--- src/design/scf_pkg.sv ---
// Shared types and constants of the servo command framer.
// Used by the packet builder and the top level.
// No dependencies.
`default_nettype none

package scf_pkg;

    // Packet geometry: two header bytes, id, length and instruction come
    // first, then up to five parameters, then the checksum.
    localparam int PKT_BYTES  = 11;
    localparam int HEAD_BYTES = 5;
    localparam int PRM_MAX    = 5;

    // Command codes carried in the mode field.
    localparam logic [2:0] MODE_GOAL       = 3'd0;
    localparam logic [2:0] MODE_SPEED      = 3'd1;
    localparam logic [2:0] MODE_WHEEL      = 3'd2;
    localparam logic [2:0] MODE_LED        = 3'd3;
    localparam logic [2:0] MODE_WHEEL_LIM  = 3'd4;
    localparam logic [2:0] MODE_JOINT_LIM  = 3'd5;
    localparam logic [2:0] MODE_READ_POS   = 3'd6;
    localparam logic [2:0] MODE_PING       = 3'd7;

    // Fixed packet bytes.
    localparam logic [7:0] PKT_HEADER    = 8'hFF;
    localparam logic [7:0] SPEED_ADDR    = 8'h20;
    localparam logic [7:0] LIMIT_ADDR    = 8'h06;
    localparam logic [7:0] POS_READ_ADDR = 8'h24;
    localparam logic [7:0] READ_COUNT    = 8'h02;
    localparam logic [7:0] READ_INSTR    = 8'h02;
    localparam logic [7:0] PING_INSTR    = 8'h01;
    localparam logic [7:0] JOINT_LIM_LO  = 8'hFF;
    localparam logic [7:0] JOINT_LIM_HI  = 8'h03;

    // Value word limits: ten magnitude bits and a direction bit.
    localparam logic [10:0] VALUE_MAX = 11'd1023;
    localparam logic [10:0] DIR_BIT   = 11'h400;

    // Register map, indexed by paddr[3:2].
    localparam logic [1:0] REG_WRITE_OPCODE = 2'd0;
    localparam logic [1:0] REG_GOAL_ADDRESS = 2'd1;
    localparam logic [1:0] REG_LED_ADDRESS  = 2'd2;

    localparam logic [7:0] RST_WRITE_OPCODE = 8'd3;
    localparam logic [7:0] RST_GOAL_ADDRESS = 8'd30;
    localparam logic [7:0] RST_LED_ADDRESS  = 8'd25;

    typedef struct packed {
        logic [7:0] write_opcode;
        logic [7:0] goal_address;
        logic [7:0] led_address;
    } scf_cfg_t;

    typedef struct packed {
        logic [2:0]  mode;
        logic [7:0]  servo_id;
        logic [15:0] value;
    } scf_cmd_t;

    typedef struct packed {
        logic [PKT_BYTES-1:0][7:0] bytes;
        logic [3:0]                last_idx;
    } scf_pkt_t;

endpackage

`default_nettype wire

--- src/design/scf_if.sv ---
// Valid/ready channel interfaces of the servo command framer: the command
// channel and the packet byte channel. No dependencies.
`default_nettype none

interface scf_cmd_if;
    logic        valid;
    logic        ready;
    logic [2:0]  mode;
    logic [7:0]  servo_id;
    logic [15:0] value;

    modport source (output valid, output mode, output servo_id, output value, input ready);
    modport sink   (input valid, input mode, input servo_id, input value, output ready);
endinterface

interface scf_byte_if;
    logic       valid;
    logic       ready;
    logic [7:0] tx_byte;
    logic       last;

    modport source (output valid, output tx_byte, output last, input ready);
    modport sink   (input valid, input tx_byte, input last, output ready);
endinterface

`default_nettype wire

--- src/design/scf_packet_builder.sv ---
// Packet builder: turns one command and the register values into the whole
// instruction packet with its length and checksum. Depends on scf_pkg.
`default_nettype none

module scf_packet_builder (
    input  wire scf_pkg::scf_cmd_t cmd,
    input  wire scf_pkg::scf_cfg_t cfg,
    output scf_pkg::scf_pkt_t      pkt
);

    logic [15:0]                    neg_value;
    logic [10:0]                    wheel_word;
    logic [10:0]                    clamp_word;
    logic [10:0]                    word;
    logic [scf_pkg::PRM_MAX-1:0][7:0] prm;
    logic [2:0]                     np;
    logic [7:0]                     instr;
    logic [7:0]                     len_byte;
    logic [7:0]                     sum;
    logic [3:0]                     chk_idx;

    // Unsigned clamp to the ten-bit range.
    assign clamp_word = (cmd.value[15:10] != 6'd0) ? scf_pkg::VALUE_MAX : cmd.value[10:0];

    // Signed wheel speed: negative values go out as magnitude with the
    // direction bit set.
    assign neg_value = 16'(~cmd.value + 16'd1);

    always_comb
    begin
        if (cmd.value[15])
        begin
            if (neg_value[15:10] != 6'd0)
                wheel_word = scf_pkg::VALUE_MAX | scf_pkg::DIR_BIT;
            else
                wheel_word = neg_value[10:0] | scf_pkg::DIR_BIT;
        end
        else
        begin
            wheel_word = clamp_word;
        end
    end

    always_comb
    begin
        prm   = '0;
        np    = 3'd0;
        instr = cfg.write_opcode;
        word  = (cmd.mode == scf_pkg::MODE_WHEEL) ? wheel_word : clamp_word;
        unique case (cmd.mode)
            scf_pkg::MODE_GOAL, scf_pkg::MODE_SPEED, scf_pkg::MODE_WHEEL:
            begin
                prm[0] = (cmd.mode == scf_pkg::MODE_GOAL) ? cfg.goal_address
                                                          : scf_pkg::SPEED_ADDR;
                prm[1] = word[7:0];
                prm[2] = {5'd0, word[10:8]};
                np     = 3'd3;
            end
            scf_pkg::MODE_LED:
            begin
                prm[0] = cfg.led_address;
                prm[1] = (cmd.value != 16'd0) ? 8'd1 : 8'd0;
                np     = 3'd2;
            end
            scf_pkg::MODE_WHEEL_LIM, scf_pkg::MODE_JOINT_LIM:
            begin
                prm[0] = scf_pkg::LIMIT_ADDR;
                if (cmd.mode == scf_pkg::MODE_JOINT_LIM)
                begin
                    prm[3] = scf_pkg::JOINT_LIM_LO;
                    prm[4] = scf_pkg::JOINT_LIM_HI;
                end
                np = 3'd5;
            end
            scf_pkg::MODE_READ_POS:
            begin
                instr  = scf_pkg::READ_INSTR;
                prm[0] = scf_pkg::POS_READ_ADDR;
                prm[1] = scf_pkg::READ_COUNT;
                np     = 3'd2;
            end
            default:
            begin
                instr = scf_pkg::PING_INSTR;
                np    = 3'd0;
            end
        endcase
    end

    assign len_byte = {5'd0, np} + 8'd2;
    // Unused parameter slots are zero, so all five can be summed.
    assign sum      = cmd.servo_id + len_byte + instr
                    + prm[0] + prm[1] + prm[2] + prm[3] + prm[4];
    assign chk_idx  = 4'(scf_pkg::HEAD_BYTES) + {1'b0, np};

    always_comb
    begin
        pkt.bytes    = '0;
        pkt.bytes[0] = scf_pkg::PKT_HEADER;
        pkt.bytes[1] = scf_pkg::PKT_HEADER;
        pkt.bytes[2] = cmd.servo_id;
        pkt.bytes[3] = len_byte;
        pkt.bytes[4] = instr;
        for (int k = 0; k < scf_pkg::PRM_MAX; k++)
        begin
            pkt.bytes[scf_pkg::HEAD_BYTES + k] = prm[k];
        end
        pkt.bytes[chk_idx] = ~sum;
        pkt.last_idx       = chk_idx;
    end

endmodule

`default_nettype wire

--- src/design/servo_command_framer.sv ---
// Servo command framer top level: command register, packet register with a
// byte serialiser, and the APB register file.
// Depends on scf_pkg, scf_if.sv and scf_packet_builder.
//
// Usage. A command (mode, servo_id, value) arrives as a valid/ready
// transaction on the cmd channel. The block answers with the whole
// instruction packet on the pkt channel, one byte per transaction, with
// last set on the closing checksum byte. Packets are 6 to 11 bytes long
// depending on the mode.
// A command goes from the command register into the packet register once
// the packet register is free, and its first byte is offered from there.
// Throughput: one packet byte per cycle while the receiver holds ready;
// every packet goes out over the single byte output lane.
// The command register takes the next command while the current packet is
// still being sent, and its packet is loaded in the cycle that the last
// byte of the previous packet is taken, so packets follow without a gap.
// When the receiver stalls, the current byte holds and the command register
// fills and then drops ready until the packet completes.
// Reset clears both valid flags and returns the three registers
// (write_opcode 3, goal_address 30, led_address 25) to their defaults.
// Registers are written over APB at byte addresses 0, 4 and 8, paddr[1:0]
// unused, 12-15 ignored. Write them only while the block is idle.
`default_nettype none

module servo_command_framer (
    input  wire         clk,
    input  wire         rst_n,
    scf_cmd_if.sink     cmd,
    scf_byte_if.source  pkt,
    input  wire         psel,
    input  wire         penable,
    input  wire         pwrite,
    input  wire  [3:0]  paddr,
    input  wire  [31:0] pwdata,
    output logic [31:0] prdata,
    output logic        pready
);

    // ------------------------------------------------------------------
    // Register file
    // ------------------------------------------------------------------
    scf_pkg::scf_cfg_t cfg_reg;
    logic              cfg_write;

    assign pready    = 1'b1;
    assign cfg_write = psel && penable && pwrite && pready;

    always_ff @(posedge clk or negedge rst_n)
    begin
        if (!rst_n)
        begin
            cfg_reg.write_opcode <= scf_pkg::RST_WRITE_OPCODE;
            cfg_reg.goal_address <= scf_pkg::RST_GOAL_ADDRESS;
            cfg_reg.led_address  <= scf_pkg::RST_LED_ADDRESS;
        end
        else if (cfg_write)
        begin
            unique case (paddr[3:2])
                scf_pkg::REG_WRITE_OPCODE: cfg_reg.write_opcode <= pwdata[7:0];
                scf_pkg::REG_GOAL_ADDRESS: cfg_reg.goal_address <= pwdata[7:0];
                scf_pkg::REG_LED_ADDRESS:  cfg_reg.led_address  <= pwdata[7:0];
                default:                   ;
            endcase
        end
    end

    always_comb
    begin
        unique case (paddr[3:2])
            scf_pkg::REG_WRITE_OPCODE: prdata = {24'd0, cfg_reg.write_opcode};
            scf_pkg::REG_GOAL_ADDRESS: prdata = {24'd0, cfg_reg.goal_address};
            scf_pkg::REG_LED_ADDRESS:  prdata = {24'd0, cfg_reg.led_address};
            default:                   prdata = 32'd0;
        endcase
    end

    // ------------------------------------------------------------------
    // Command register
    // ------------------------------------------------------------------
    logic              cmd_valid_reg;
    logic              cmd_valid_next;
    scf_pkg::scf_cmd_t cmd_reg;
    logic              cmd_accept;
    logic              pkt_load;

    // The register frees up in the same cycle that its command moves on
    // into the packet register.
    assign cmd.ready  = !cmd_valid_reg || pkt_load;
    assign cmd_accept = cmd.valid && cmd.ready;

    always_comb
    begin
        priority if (cmd_accept)
            cmd_valid_next = 1'b1;
        else if (pkt_load)
            cmd_valid_next = 1'b0;
        else
            cmd_valid_next = cmd_valid_reg;
    end

    always_ff @(posedge clk or negedge rst_n)
    begin
        if (!rst_n)
            cmd_valid_reg <= 1'b0;
        else
            cmd_valid_reg <= cmd_valid_next;
    end

    always_ff @(posedge clk)
    begin
        if (cmd_accept)
        begin
            cmd_reg.mode     <= cmd.mode;
            cmd_reg.servo_id <= cmd.servo_id;
            cmd_reg.value    <= cmd.value;
        end
    end

    // ------------------------------------------------------------------
    // Packet assembly and byte serialiser
    // ------------------------------------------------------------------
    scf_pkg::scf_pkt_t built_pkt;
    scf_pkg::scf_pkt_t pkt_reg;
    logic              pkt_valid_reg;
    logic              pkt_valid_next;
    logic [3:0]        idx_reg;
    logic [3:0]        idx_next;
    logic              byte_taken;
    logic              at_last;

    scf_packet_builder u_builder (
        .cmd (cmd_reg),
        .cfg (cfg_reg),
        .pkt (built_pkt)
    );

    assign at_last     = (idx_reg == pkt_reg.last_idx);
    assign byte_taken  = pkt.valid && pkt.ready;
    assign pkt_load    = cmd_valid_reg && (!pkt_valid_reg || (byte_taken && at_last));

    assign pkt.valid   = pkt_valid_reg;
    assign pkt.tx_byte = pkt_reg.bytes[idx_reg];
    assign pkt.last    = at_last;

    always_comb
    begin
        pkt_valid_next = pkt_valid_reg;
        idx_next       = idx_reg;
        priority if (pkt_load)
        begin
            pkt_valid_next = 1'b1;
            idx_next       = 4'd0;
        end
        else if (byte_taken && at_last)
        begin
            pkt_valid_next = 1'b0;
            idx_next       = 4'd0;
        end
        else if (byte_taken)
        begin
            idx_next = idx_reg + 4'd1;
        end
    end

    always_ff @(posedge clk or negedge rst_n)
    begin
        if (!rst_n)
        begin
            pkt_valid_reg <= 1'b0;
            idx_reg       <= 4'd0;
        end
        else
        begin
            pkt_valid_reg <= pkt_valid_next;
            idx_reg       <= idx_next;
        end
    end

    always_ff @(posedge clk)
    begin
        if (pkt_load)
            pkt_reg <= built_pkt;
    end

    // ------------------------------------------------------------------
    // Assertions
    // ------------------------------------------------------------------
`ifndef NO_ASSERTIONS
    // The byte pointer never runs past the checksum of the held packet.
    a_idx_in_packet: assert property (@(posedge clk) disable iff (!rst_n)
        pkt_valid_reg |-> (idx_reg <= pkt_reg.last_idx))
        else $error("byte index beyond end of packet");

    // Every packet is between 6 and 11 bytes long.
    a_pkt_length: assert property (@(posedge clk) disable iff (!rst_n)
        pkt_valid_reg |-> (pkt_reg.last_idx >= 4'd5 && pkt_reg.last_idx <= 4'd10))
        else $error("packet length out of range");

    // The first two bytes of each packet are the header.
    a_header: assert property (@(posedge clk) disable iff (!rst_n)
        (pkt_valid_reg && idx_reg < 4'd2) |-> (pkt.tx_byte == scf_pkg::PKT_HEADER))
        else $error("packet header byte wrong");

    // A waiting command moves into an empty packet register straight away.
    a_load_when_free: assert property (@(posedge clk) disable iff (!rst_n)
        (cmd_valid_reg && !pkt_valid_reg) |=> (pkt_valid_reg && idx_reg == 4'd0))
        else $error("pending command not loaded");
`endif

endmodule

`default_nettype wire
--- src/flat_wrapper.sv ---
// flat-port wrapper written by rule: the top's interface ports become plain ports
module servo_command_framer_flat 
  (clk, rst_n, psel, penable, pwrite, paddr, pwdata, prdata, pready, cmd_valid, cmd_mode, cmd_servo_id, cmd_value, cmd_ready, pkt_valid, pkt_tx_byte, pkt_last, pkt_ready);
  scf_cmd_if cmd_i ();
  scf_byte_if pkt_i ();
  input  wire clk;
  input  wire rst_n;
  input  wire psel;
  input  wire penable;
  input  wire pwrite;
  input  wire  [3:0] paddr;
  input  wire  [31:0] pwdata;
  output logic [31:0] prdata;
  output logic pready;
  input wire logic [$bits(cmd_i.valid)-1:0] cmd_valid;
  input wire logic [$bits(cmd_i.mode)-1:0] cmd_mode;
  input wire logic [$bits(cmd_i.servo_id)-1:0] cmd_servo_id;
  input wire logic [$bits(cmd_i.value)-1:0] cmd_value;
  output wire logic [$bits(cmd_i.ready)-1:0] cmd_ready;
  output wire logic [$bits(pkt_i.valid)-1:0] pkt_valid;
  output wire logic [$bits(pkt_i.tx_byte)-1:0] pkt_tx_byte;
  output wire logic [$bits(pkt_i.last)-1:0] pkt_last;
  input wire logic [$bits(pkt_i.ready)-1:0] pkt_ready;
  assign cmd_i.valid = cmd_valid;
  assign cmd_i.mode = cmd_mode;
  assign cmd_i.servo_id = cmd_servo_id;
  assign cmd_i.value = cmd_value;
  assign cmd_ready = cmd_i.ready;
  assign pkt_valid = pkt_i.valid;
  assign pkt_tx_byte = pkt_i.tx_byte;
  assign pkt_last = pkt_i.last;
  assign pkt_i.ready = pkt_ready;
  servo_command_framer u_core (.clk(clk), .rst_n(rst_n), .cmd(cmd_i), .pkt(pkt_i), .psel(psel), .penable(penable), .pwrite(pwrite), .paddr(paddr), .pwdata(pwdata), .prdata(prdata), .pready(pready));
endmodule
--- config.mk ---
export PLATFORM = sky130hd
export DESIGN_NAME = servo_command_framer_flat
export DESIGN_NICKNAME = d
export VERILOG_FILES = /design/src/design/scf_pkg.sv /design/src/design/scf_if.sv /design/src/design/scf_packet_builder.sv /design/src/design/servo_command_framer.sv /design/src/flat_wrapper.sv
export SDC_FILE = /design/constraint.sdc
export NUM_CORES = 1
export LEC_CHECK = 0
export BUFFER_PORTS_ARGS = -buffer_cell sky130_fd_sc_hd__buf_2
export CORE_MARGIN = 2
export CORE_UTILIZATION = 53
export CTS_CLUSTER_SIZE = 40
export DETAILED_ROUTE_END_ITERATION = 8
export GPL_ROUTABILITY_DRIVEN = 0
export PLACE_DENSITY = 0.77
export SYNTH_ARGS = -nofsm -noshare
export SYNTH_HDL_FRONTEND = slang
export SYNTH_SLANG_ARGS = --single-unit
--- constraint.sdc ---
create_clock -name clk -period 5.4 [get_ports clk]
set_input_delay 0.54 -clock clk [delete_from_list [all_inputs] [get_ports clk]]
set_output_delay 0.54 -clock clk [all_outputs]
set_load 0.05 [all_outputs]
Yosys cells after proc, flatten, opt, wreduce, memory -nomap -nowiden
Index checks and enable logic that the tools add are counted.
{"block": "word_totals", "register_bits": 149, "inputBits": 70, "out_inout_bits": 44}
{"block": "classes", "addsub": 11, "n_lt_le_gt_ge": 3, "n_eq_ne": 9, "muxes": 26, "bitwise": 2, "reduce_logical": 26}
{"op": "$bwmux 88", "count": 1}
{"op": "$add 8x8->8", "count": 6}
{"op": "$pmux 8 s3", "count": 2}
{"op": "$mux 11", "count": 3}
{"op": "$bmux 8 s4", "count": 1}
{"op": "$demux 8 s4", "count": 1}
{"op": "$pmux 8 s4", "count": 1}
{"op": "$mux 10", "count": 3}
{"op": "$mux 8", "count": 3}
{"op": "$add 16x1->16 const B", "count": 1}
{"op": "$not 16->16", "count": 1}
{"op": "$pmux 8 s2", "count": 1}
{"op": "$reduce_bool 16->1", "count": 1}
{"op": "$mux 4", "count": 3}
{"op": "$reduce_bool 6->1", "count": 2}
{"op": "$lt 4x5->1 const B", "count": 2}
{"op": "$eq 3x3->1 const B", "count": 3}
{"op": "$pmux 3 s3", "count": 1}
{"op": "$add 8x4->8", "count": 1}
{"op": "$not 8->8", "count": 1}
{"op": "$logic_and 1x1->1", "count": 7}
{"op": "$eq 3x2->1 const B", "count": 2}
{"op": "$reduce_and 2->1", "count": 3}
{"op": "$reduce_or 6->1", "count": 1}
{"op": "other kinds (18)", "count": 26}

Longest topological paths before layout
{"block": "logic_depth", "ltp_word": 13, "depth_mapped": 23}

By module
A second synthesis with hierarchy kept.
{"block": "unflattened", "hier_cells": 694, "area_unflattened_um2": 8237.9}
{"mod": "servo_command_framer", "n_inst": 1, "cells_each": 352, "area_per_inst_um2": 5997.0}
{"mod": "scf_packet_builder", "n_inst": 1, "cells_each": 342, "area_per_inst_um2": 2240.9}

Least setup slack after synthesis
No wires, ideal clock.
{"block": "synth_timing", "path_type": "flip-flop to flip-flop", "start": "register u_core.idx_reg[1]", "end": "register u_core.pkt_reg[0] (netlist name) (enable)", "setup_time_ns": 0.461, "arrival_time_ns": 5.065, "setup_slack_ns": -0.126, "path_stages_with_launch": 7, "n_path_buf": 1, "period_less_slack_ns": 5.526, "cell_sequence": "dfrtp_1 clkbuf_1 xor2_1 nor4_1 nand2_1 nand2_1 and2_1"}
{"block": "synth_between", "elab_chain_cells": 4}
{"element": "from (decl)", "line": "servo_command_framer.sv:126", "source": "logic [3:0] idx_reg;"}
{"element": "from (signal assigned)", "line": "servo_command_framer.sv:175", "source": "idx_reg <= idx_next;"}
{"element": "$eq 4x4->1", "line": "servo_command_framer.sv:137", "source": "assign at_last = (idx_reg == pkt_reg.last_idx);"}
{"element": "named net pkt_last", "line": "flat_wrapper.sv:22", "source": "output wire logic [$bits(pkt_i.last)-1:0] pkt_last;"}
{"element": "$logic_and 1x1->1", "line": "servo_command_framer.sv:139", "source": "assign pkt_load = cmd_valid_reg && (!pkt_valid_reg || (byte_taken && at_last));"}
{"element": "$logic_or 1x1->1", "line": "servo_command_framer.sv:139"}
{"element": "$logic_and 1x1->1", "line": "servo_command_framer.sv:139"}
{"element": "named net u_core.pkt_load", "line": "servo_command_framer.sv:84", "source": "logic pkt_load;"}
{"element": "to (signal assigned)", "line": "servo_command_framer.sv:182", "source": "pkt_reg <= built_pkt;"}
{"element": "to (decl)", "line": "servo_command_framer.sv:123", "source": "scf_pkg::scf_pkt_t pkt_reg;"}
The timed path passes the listed nets, and every way through them passes these cells.
A chain may end at the register's enable or synchronous reset.

==> impl_metrics.env <==
export IMPL_run_status="completed"
export IMPL_synth_seq_cells=149
export IMPL_slew_viol_final=0
export IMPL_fin_crit_sh_pct=99.9
export IMPL_path_buf_inv=4
export IMPL_synth_xor_area_share_pct=2.60
export IMPL_p_leak_nw=3.77
export IMPL_fp_dieH_um=129
export IMPL_postSynthAreaPerCell_um2=12.0
export IMPL_hp_class="in2async"
export IMPL_ys_types=57
export IMPL_mostFrequentLayoutCell="edfxtp_1"
export IMPL_largest_register_ffs=92
export IMPL_cp_slowest_stage_delay_ps=570
export IMPL_synth_adder_area_share_pct=8.20
export IMPL_critPathArrivalTime_ps=5670
export IMPL_worstPathMaxFanout=7
export IMPL_cts_sinks=149
export IMPL_area_growth_pct=16.4
export IMPL_wire_per_inst_um=19.2
export IMPL_vias=5663
export IMPL_path_common_cell="fa_2"
export IMPL_critPathCaptureType="flip-flop"
export IMPL_grt_usage_pct=24.0
export IMPL_place_area_um2=8880
export IMPL_crit_start="u_core.cmd_reg[4]"
export IMPL_final_cell_mix="edfxtp_1 (119), nand2_1 (81), buf_2 (62)"
export IMPL_row_count=45
export IMPL_rsz0062_at_grt="yes"
export IMPL_setup_viol=0
export IMPL_cp_start_kind="flip-flop"
export IMPL_slew_headroom_pct=14.2
export IMPL_drc=0
export IMPL_antenna_cells=0
export IMPL_antenna_found_initial=0
export IMPL_powerDensity_nw_per_um2=542
export IMPL_synth_edf_count=119
export IMPL_grt_max_degree=93
export IMPL_dr_pass1_iters=5
export IMPL_worstPathCellList="nor4_4 -> nand4_1 -> a221o_1 -> a21o_2 -> buf_6 -> o31a_1 -> fa_2 -> inv_2 -> fa_2 -> fa_1 -> inv_1 -> ha_2 -> inv_2 -> fa_2 -> nor2b_1 -> o21ai_1 -> a21o_1 -> and3_4 -> a211o_4 -> a31oi_1"
export IMPL_pre_cts_ws_ps=-120
export IMPL_placement_io_buffers=62
export IMPL_synth_cell_area_um2=8270
export IMPL_tritoncts="built"
export IMPL_hold_viol=0
export IMPL_initial_utilization_pct=54.4
export IMPL_numCtsBuffers=17
export IMPL_max_cap_viol_count=0
export IMPL_ir_drop_mv=0.395
export IMPL_path_class="reg2reg"
export IMPL_grt_pass1_vias=5597
export IMPL_r2r_start="u_core.cmd_reg[4]"
export IMPL_stdcell_area_um2=9630
export IMPL_nNetsFinal=890
export IMPL_synth_compound_area_share_pct=9.77
export IMPL_place_hpwl_um=13400
export IMPL_die_area_um2=16600
export IMPL_io_pins=114
export IMPL_crit_slowest_cell="fa_2"
export IMPL_period_needed_ps=5390
export IMPL_grt_pass1_wl_um=29700
export IMPL_die_x_um=129
export IMPL_clock_latency_ps=430
export IMPL_synth_simple_area_share_pct=9.61
export IMPL_clk_pin_slew_ps=60
export IMPL_multiInputGateArea_um2=3630
export IMPL_ctsHoldBuffers=0
export IMPL_yosys_warnings=0
export IMPL_drt_vias_per_instance=5.78
export IMPL_netlist_instances=690
export IMPL_drt_wl_total_um=18800
export IMPL_n_fill_cell=1163
export IMPL_synth_top_family_by_area="multiplexers"
export IMPL_h_tree_depth=4
export IMPL_yosys_most_used_dff="edfxtp_1"
export IMPL_ant_nets=0
export IMPL_grt_ovfl_total=0
export IMPL_max_freq_mhz=185
export IMPL_drtIter0Drc=659
export IMPL_ff_latch_area_um2=4340
export IMPL_utilization_pct=63.3
export IMPL_layout_setup_ws_ps=5.28
export IMPL_synthArstFlopShare_pct=20.1
export IMPL_tightest_slew_ps=1280
export IMPL_required_ps=5670
export IMPL_clockBufferDepth=2
export IMPL_finClkSkew_ps=8.71
export IMPL_core_region_area_um2=15200
export IMPL_crit_family="adder cells"
export IMPL_drive_gt1_share_pct=27.3
export IMPL_root_buffer="clkbuf_16"
export IMPL_yosysSeqAreaShare_pct=52.4
export IMPL_synth_mux_area_share_pct=11.2
-- final cells by class --
type	count	area share [%]
well taps	188	2.44
flip-flops and latches	149	45.0
inverters	48	1.87
clock buffers	17	4.42
repair buffers	104	6.70
clock inverters	15	1.81
multi-input cells	459	37.7
-- cells in the mapped netlist, types with 10 or more instances --
library cell / count / share of area [%]
edfxtp_1: 119 / 43
nand2_1: 81 / 3.7
inv_1: 48 / 2.2
o21ai_0: 48 / 2.9
nor2_1: 43 / 2.0
mux2_2: 27 / 3.7
mux2i_1: 26 / 3.1
buf_4: 25 / 2.3
clkbuf_1: 22 / 1.0
fa_1: 22 / 5.3
dfrtp_1: 21 / 6.4
ha_1: 19 / 2.9
a21oi_1: 16 / 0.97
mux4_2: 16 / 4.4
xnor2_1: 12 / 1.3
and2_1: 10 / 0.76
xor2_1: 10 / 1.1
-- kinds of logic (layout without fill, tap and decap cells) --
family	count (synthesis)	after routing
flip-flops	149	149
AND/OR/NAND/NOR	176	176
XOR/XNOR	23	23
adder cells (fa/ha/maj)	41	41
buffers and inverters	107	184
multiplexers	69	69
AO/OA/AOI/OAI	123	125
other	2	25
-- through the flow --
step                hold slack [ps]  TNS, ps  power [mW]  std cells
global placement                512        0        3.77        940
global route                    194    -1130        5.51        980
finish                          141        0        5.22        980
floorplan                       244        0        3.17        713
CTS                             167        0        5.15        975
detailed placement              520     -789        3.87        940
-- per-layer routing --
metal / global-route usage, % / vias up / wire length (µm)
met5: 0 / - / 0
met4: 7.54 / 0 / 369
met3: 5.20 / 29 / 1240
met2: 39.8 / 243 / 9320
met1: 31.9 / 2775 / 7880
li1: - / 2616 / -
-- final timing paths --
kind                                      end  slack, ps  depth (start not counted)
min in group clk           u_core.cmd_reg[26]        280                          1
max                        u_core.pkt_reg[51]          5                         20
min                        u_core.cfg_reg[19]        140                          1
max reg2reg                u_core.pkt_reg[51]          5                         20
min reg2reg                u_core.cfg_reg[21]        540                          1
max in group asynchronous   u_core.idx_reg[0]       4810                          1
-- report_power, final --
part           total [mW]  leakage, nW  switching [mW]  internal (mW)
clock network        1.20        0.286           0.475          0.727
registers            1.54         1.41           0.106           1.43
logic                2.47         2.07            1.52          0.950
-- timing repair --
action | CTS | global route
setup buffers | 1 | 5
endpoints found under the setup margin | 10 | 24
gates cloned | 2 | 0
pin swaps | 10 | 12
gates resized for setup | 8 | 12
(Power assumes the default switching activity.)
